### src/design/cbt_pkg.sv
// Package for the cubic Bezier tessellator: fixed widths, register codes,
// reset values and the per-point sideband struct. No dependencies.
`timescale 1ns / 1ps

package cbt_pkg;

  localparam int TW = 17;   // Q1.16 parameter, 1.0 included
  localparam int KW = 6;    // point index width
  localparam int CFG_DW = 17;

  localparam logic [TW-1:0] TOne = TW'(65536);

  // register indexes
  localparam logic CfgPointCount = 1'b0;
  localparam logic CfgTStep      = 1'b1;

  localparam logic [KW-1:0] PointCountRst = KW'(10);
  localparam logic [TW-1:0] TStepRst      = TW'(6554);

  typedef struct packed {
    logic [TW-1:0] t;
    logic [KW-1:0] k;
    logic          last;
  } side_t;

endpackage

### src/design/cbt_lerp.sv
// Two-stage pipelined fixed-point lerp: a + ((b - a) * t) >>> 16.
// Uses cbt_pkg for the parameter width.
`timescale 1ns / 1ps

module cbt_lerp #(
  parameter int W = 16
) (
  input  logic                     clk_i,
  input  logic                     en_i,
  input  logic signed [W-1:0]      a_i,
  input  logic signed [W-1:0]      b_i,
  input  logic [cbt_pkg::TW-1:0]   t_i,
  output logic signed [W-1:0]      res_o
);
  import cbt_pkg::*;

  localparam int PW = W + TW + 2;

  logic signed [W:0]    diff;
  logic signed [TW:0]   t_s;
  logic signed [PW-1:0] prod_d, prod_q, shifted;
  logic signed [W-1:0]  a_q, res_d, res_q;

  always_comb begin
    diff    = (W+1)'(b_i) - (W+1)'(a_i);
    t_s     = signed'({1'b0, t_i});
    prod_d  = PW'(diff) * PW'(t_s);
    shifted = prod_q >>> 16;
    // result stays between a and b, so truncation is exact
    res_d   = a_q + shifted[W-1:0];
  end

  always_ff @(posedge clk_i) begin
    if (en_i) begin
      prod_q <= prod_d;
      a_q    <= a_i;
      res_q  <= res_d;
    end
  end

  assign res_o = res_q;

endmodule

### config.mk
export PLATFORM = sky130hd
export DESIGN_NAME = cbt_lerp
export DESIGN_NICKNAME = d
export VERILOG_FILES = /design/src/design/cbt_pkg.sv /design/src/design/cbt_lerp.sv
export SDC_FILE = /design/constraint.sdc
export NUM_CORES = 1
export LEC_CHECK = 0
export BUFFER_PORTS_ARGS = -buffer_cell sky130_fd_sc_hd__buf_2
export CELL_PAD_IN_SITES_DETAIL_PLACEMENT = 1
export CELL_PAD_IN_SITES_GLOBAL_PLACEMENT = 1
export CORE_MARGIN = 2
export CORE_UTILIZATION = 45
export DETAILED_ROUTE_END_ITERATION = 8
export HOLD_SLACK_MARGIN = 0.03
export PLACE_DENSITY = 0.75
export SLEW_MARGIN = 10
export SYNTH_ARGS = -nofsm -noshare
export SYNTH_HDL_FRONTEND = slang
export SYNTH_SLANG_ARGS = --single-unit
### constraint.sdc
create_clock -name clk_i -period 20.1 [get_ports clk_i]
set_input_delay 2.01 -clock clk_i [delete_from_list [all_inputs] [get_ports clk_i]]
set_output_delay 2.01 -clock clk_i [all_outputs]
set_load 0.02 [all_outputs]
==> impl_metrics.env <==
export IMPL_dieArea_um2=27800
export IMPL_critPathLaunchType="primary input"
export IMPL_multi_input_area_um2=9240
export IMPL_regArea_um2=1440
export IMPL_diodes=0
export IMPL_antenna_found_initial=1
export IMPL_coreArea_um2=26000
export IMPL_htreeDepth=2
export IMPL_dp_hpwl_mm=25.3
export IMPL_drt_total_wl_mm=31.6
export IMPL_synth_cell_types=52
export IMPL_whs_ns=0.555
export IMPL_dr_pass1_iters=4
export IMPL_vias=8654
export IMPL_layout_min_cycle_time_ns=10.15
export IMPL_use_met1_pct=31.2
export IMPL_synth_fp_nets=1671
export IMPL_worstSetupEndpointType="flip-flop"
export IMPL_cp_required_ns=20.22
export IMPL_synthXorXnorAreaFrac_pct=3.35
export IMPL_cts_sinks=48
export IMPL_yosysSeqAreaShare_pct=12.1
export IMPL_finalHoldViolCount=0
export IMPL_clk_path_buf_depth=2
export IMPL_status="finished, final reports clean"
export IMPL_synthFlopType="edfxtp_1"
export IMPL_io_buffers=66
export IMPL_cts_setup_buffers=0
export IMPL_hold_buffers=0
export IMPL_rsz0062_at_grt="false"
export IMPL_worst_setup_path_type="primary input to flip-flop"
export IMPL_synth_area_top_cells="fa_1 (38%), ha_1 (14%), edfxtp_1 (12%)"
export IMPL_max_slew_margin_pct=33.0
export IMPL_synth_cells=1258
export IMPL_synth_top_area_share_pct=37.9
export IMPL_grt_busiest_layer="met2"
export IMPL_worst_pin_slew_ns=1.00
export IMPL_grt_pass1_vias=9847
export IMPL_yosys_area_share_adder_pct=52.3
export IMPL_ys_ff_latch=48
export IMPL_path_buf_inv=8
export IMPL_drcViolationCount=0
export IMPL_synth_most_common_cell="inv_1"
export IMPL_clk_latency_ns=0.29
export IMPL_synth_top_family_by_area="adder cells"
export IMPL_async_flop_share_pct=0
export IMPL_synth_area_um2=11900
export IMPL_slowest_stage="fa_1"
export IMPL_cts_root_buf="clkbuf_16"
export IMPL_worst_path_largest_cell_delay_ns=0.54
export IMPL_initial_core_util_pct=45.8
export IMPL_ios=67
export IMPL_fin_crit_sh_pct=50.5
export IMPL_drtIter0Drc=424
export IMPL_fin_nets=1724
export IMPL_via_per_inst=5.25
export IMPL_layout_drive_gt1_share_pct=7.85
export IMPL_critPathTopFamily="adder cells"
export IMPL_worstPathArrival_ns=10.26
export IMPL_place_congestion=0.831
export IMPL_grt_pass1_wl_mm=51.7
export IMPL_yosysTopAreaCell="fa_1"
export IMPL_max_cap_viol_count=0
export IMPL_cts_buffers=5
export IMPL_hold_path_class="flip-flop to flip-flop"
export IMPL_synth_compound_area_share_pct=6.09
export IMPL_wire_per_inst_um=19.2
export IMPL_fin_skew_ns=0.00949
export IMPL_grt_max_degree=49
export IMPL_grt_ovfl_total=0
export IMPL_synthTopCellsByCount="inv_1 (296), fa_1 (225), nand2_1 (148), ha_1 (137), and2_1 (106)"
export IMPL_cts_resized=0
export IMPL_rows=59
export IMPL_use_met2_pct=43.0
export IMPL_setup_viol=0
export IMPL_gr_usage_met3_pct=2.04
export IMPL_path_clk_slew_ns=0.08
export IMPL_slew_viol_final=0
export IMPL_yosys_warnings=0
export IMPL_synth_avg_cell_area_um2=9.46
export IMPL_synth_edff_count=48
export IMPL_worst_path_max_fanout=17
export IMPL_synth_mux_area_share_pct=0
export IMPL_fmax_ghz=0.0985
export IMPL_fin_tns_setup_ns=0
export IMPL_drtAntennaViolNets=0
export IMPL_die_x_um=167
export IMPL_nFillCells=3030
export IMPL_dieHeight_um=167
export IMPL_area_growth_pct=7.95
export IMPL_synth_simple_area_share_pct=15.7
export IMPL_grtUsageTotal_pct=23.5
export IMPL_cts_tree="built"
cells by family (layout without fill, tap and decap cells):
family                     count (synthesis)  count (layout)
xor gates and xnor gates                  44              44
AOI/OAI and AO/OA                        104             104
and+or+nand+nor                          369             369
buffers and inverters                    331             385
adders and majority gates                362             362
DFF                                       48              48
placed cells by master, fill, tap and decap left out, drive strengths merged, types with 5 or more instances in the layout:
master and n:
a211oi 5, a21o 16, a21oi 27, and2 106
and3 6, buf 81, clkbuf 5, edfxtp 48
fa 225, ha 137, inv 297, nand2 148
nand2b 5, nand3 7, nor2 27, nor2b 35
nor3 8, o21a 8, o21ai 15, or2 8
or3 7, xnor2 28, xor2 15
path summary, 6_finish.rpt:
kind | start | to | slack (ns) | cells after the start
worst max-delay path | a_i[4] | prod_q[30]$_DFFE_PP_ | 9.95 | 32
worst max register to register | a_q[0]$_DFFE_PP_ | res_o[14]$_DFFE_PP_ | 17.18 | 11
worst min-delay path | prod_q[16]$_DFFE_PP_ | res_o[0]$_DFFE_PP_ | 0.56 | 1
worst min register to register | prod_q[16]$_DFFE_PP_ | res_o[0]$_DFFE_PP_ | 0.56 | 1
final cells by class:
cell class,instances,share of cell area (%)
timing repair buffer,81,3.45
clock inverter,3,0.536
multi-input combinational,879,71.9
clock buffer,5,0.974
inverter,296,8.65
sequential,48,11.2
tap,335,3.26
layer usage:
layer | vias to the layer above | wire, µm
met5 | - | 0
met4 | 0 | 319
met3 | 23 | 1100
met2 | 171 | 16200
met1 | 4513 | 14000
li1 | 3947 | -
per-stage QoR:
step | util, % | instance area (µm²) | cells | setup slack, ns
after detailed placement | 48.7 | 12600 | 1639 | 9.68
after CTS | 49.4 | 12800 | 1647 | 9.91
after global routing | 49.4 | 12800 | 1647 | 9.40
after global placement | 48.7 | 12600 | 1639 | 9.79
after floorplan | - | 11900 | 1258 | 10.86
final | 49.4 | 12800 | 1647 | 9.95
state kept, by name (all words and copies together), names as in the netlist:
name	cells
res_o	16
a_q	16
prod_q	16
Power is not shown: default switching activity piles up to over one toggle a cycle in this logic, so the estimate is an artifact.
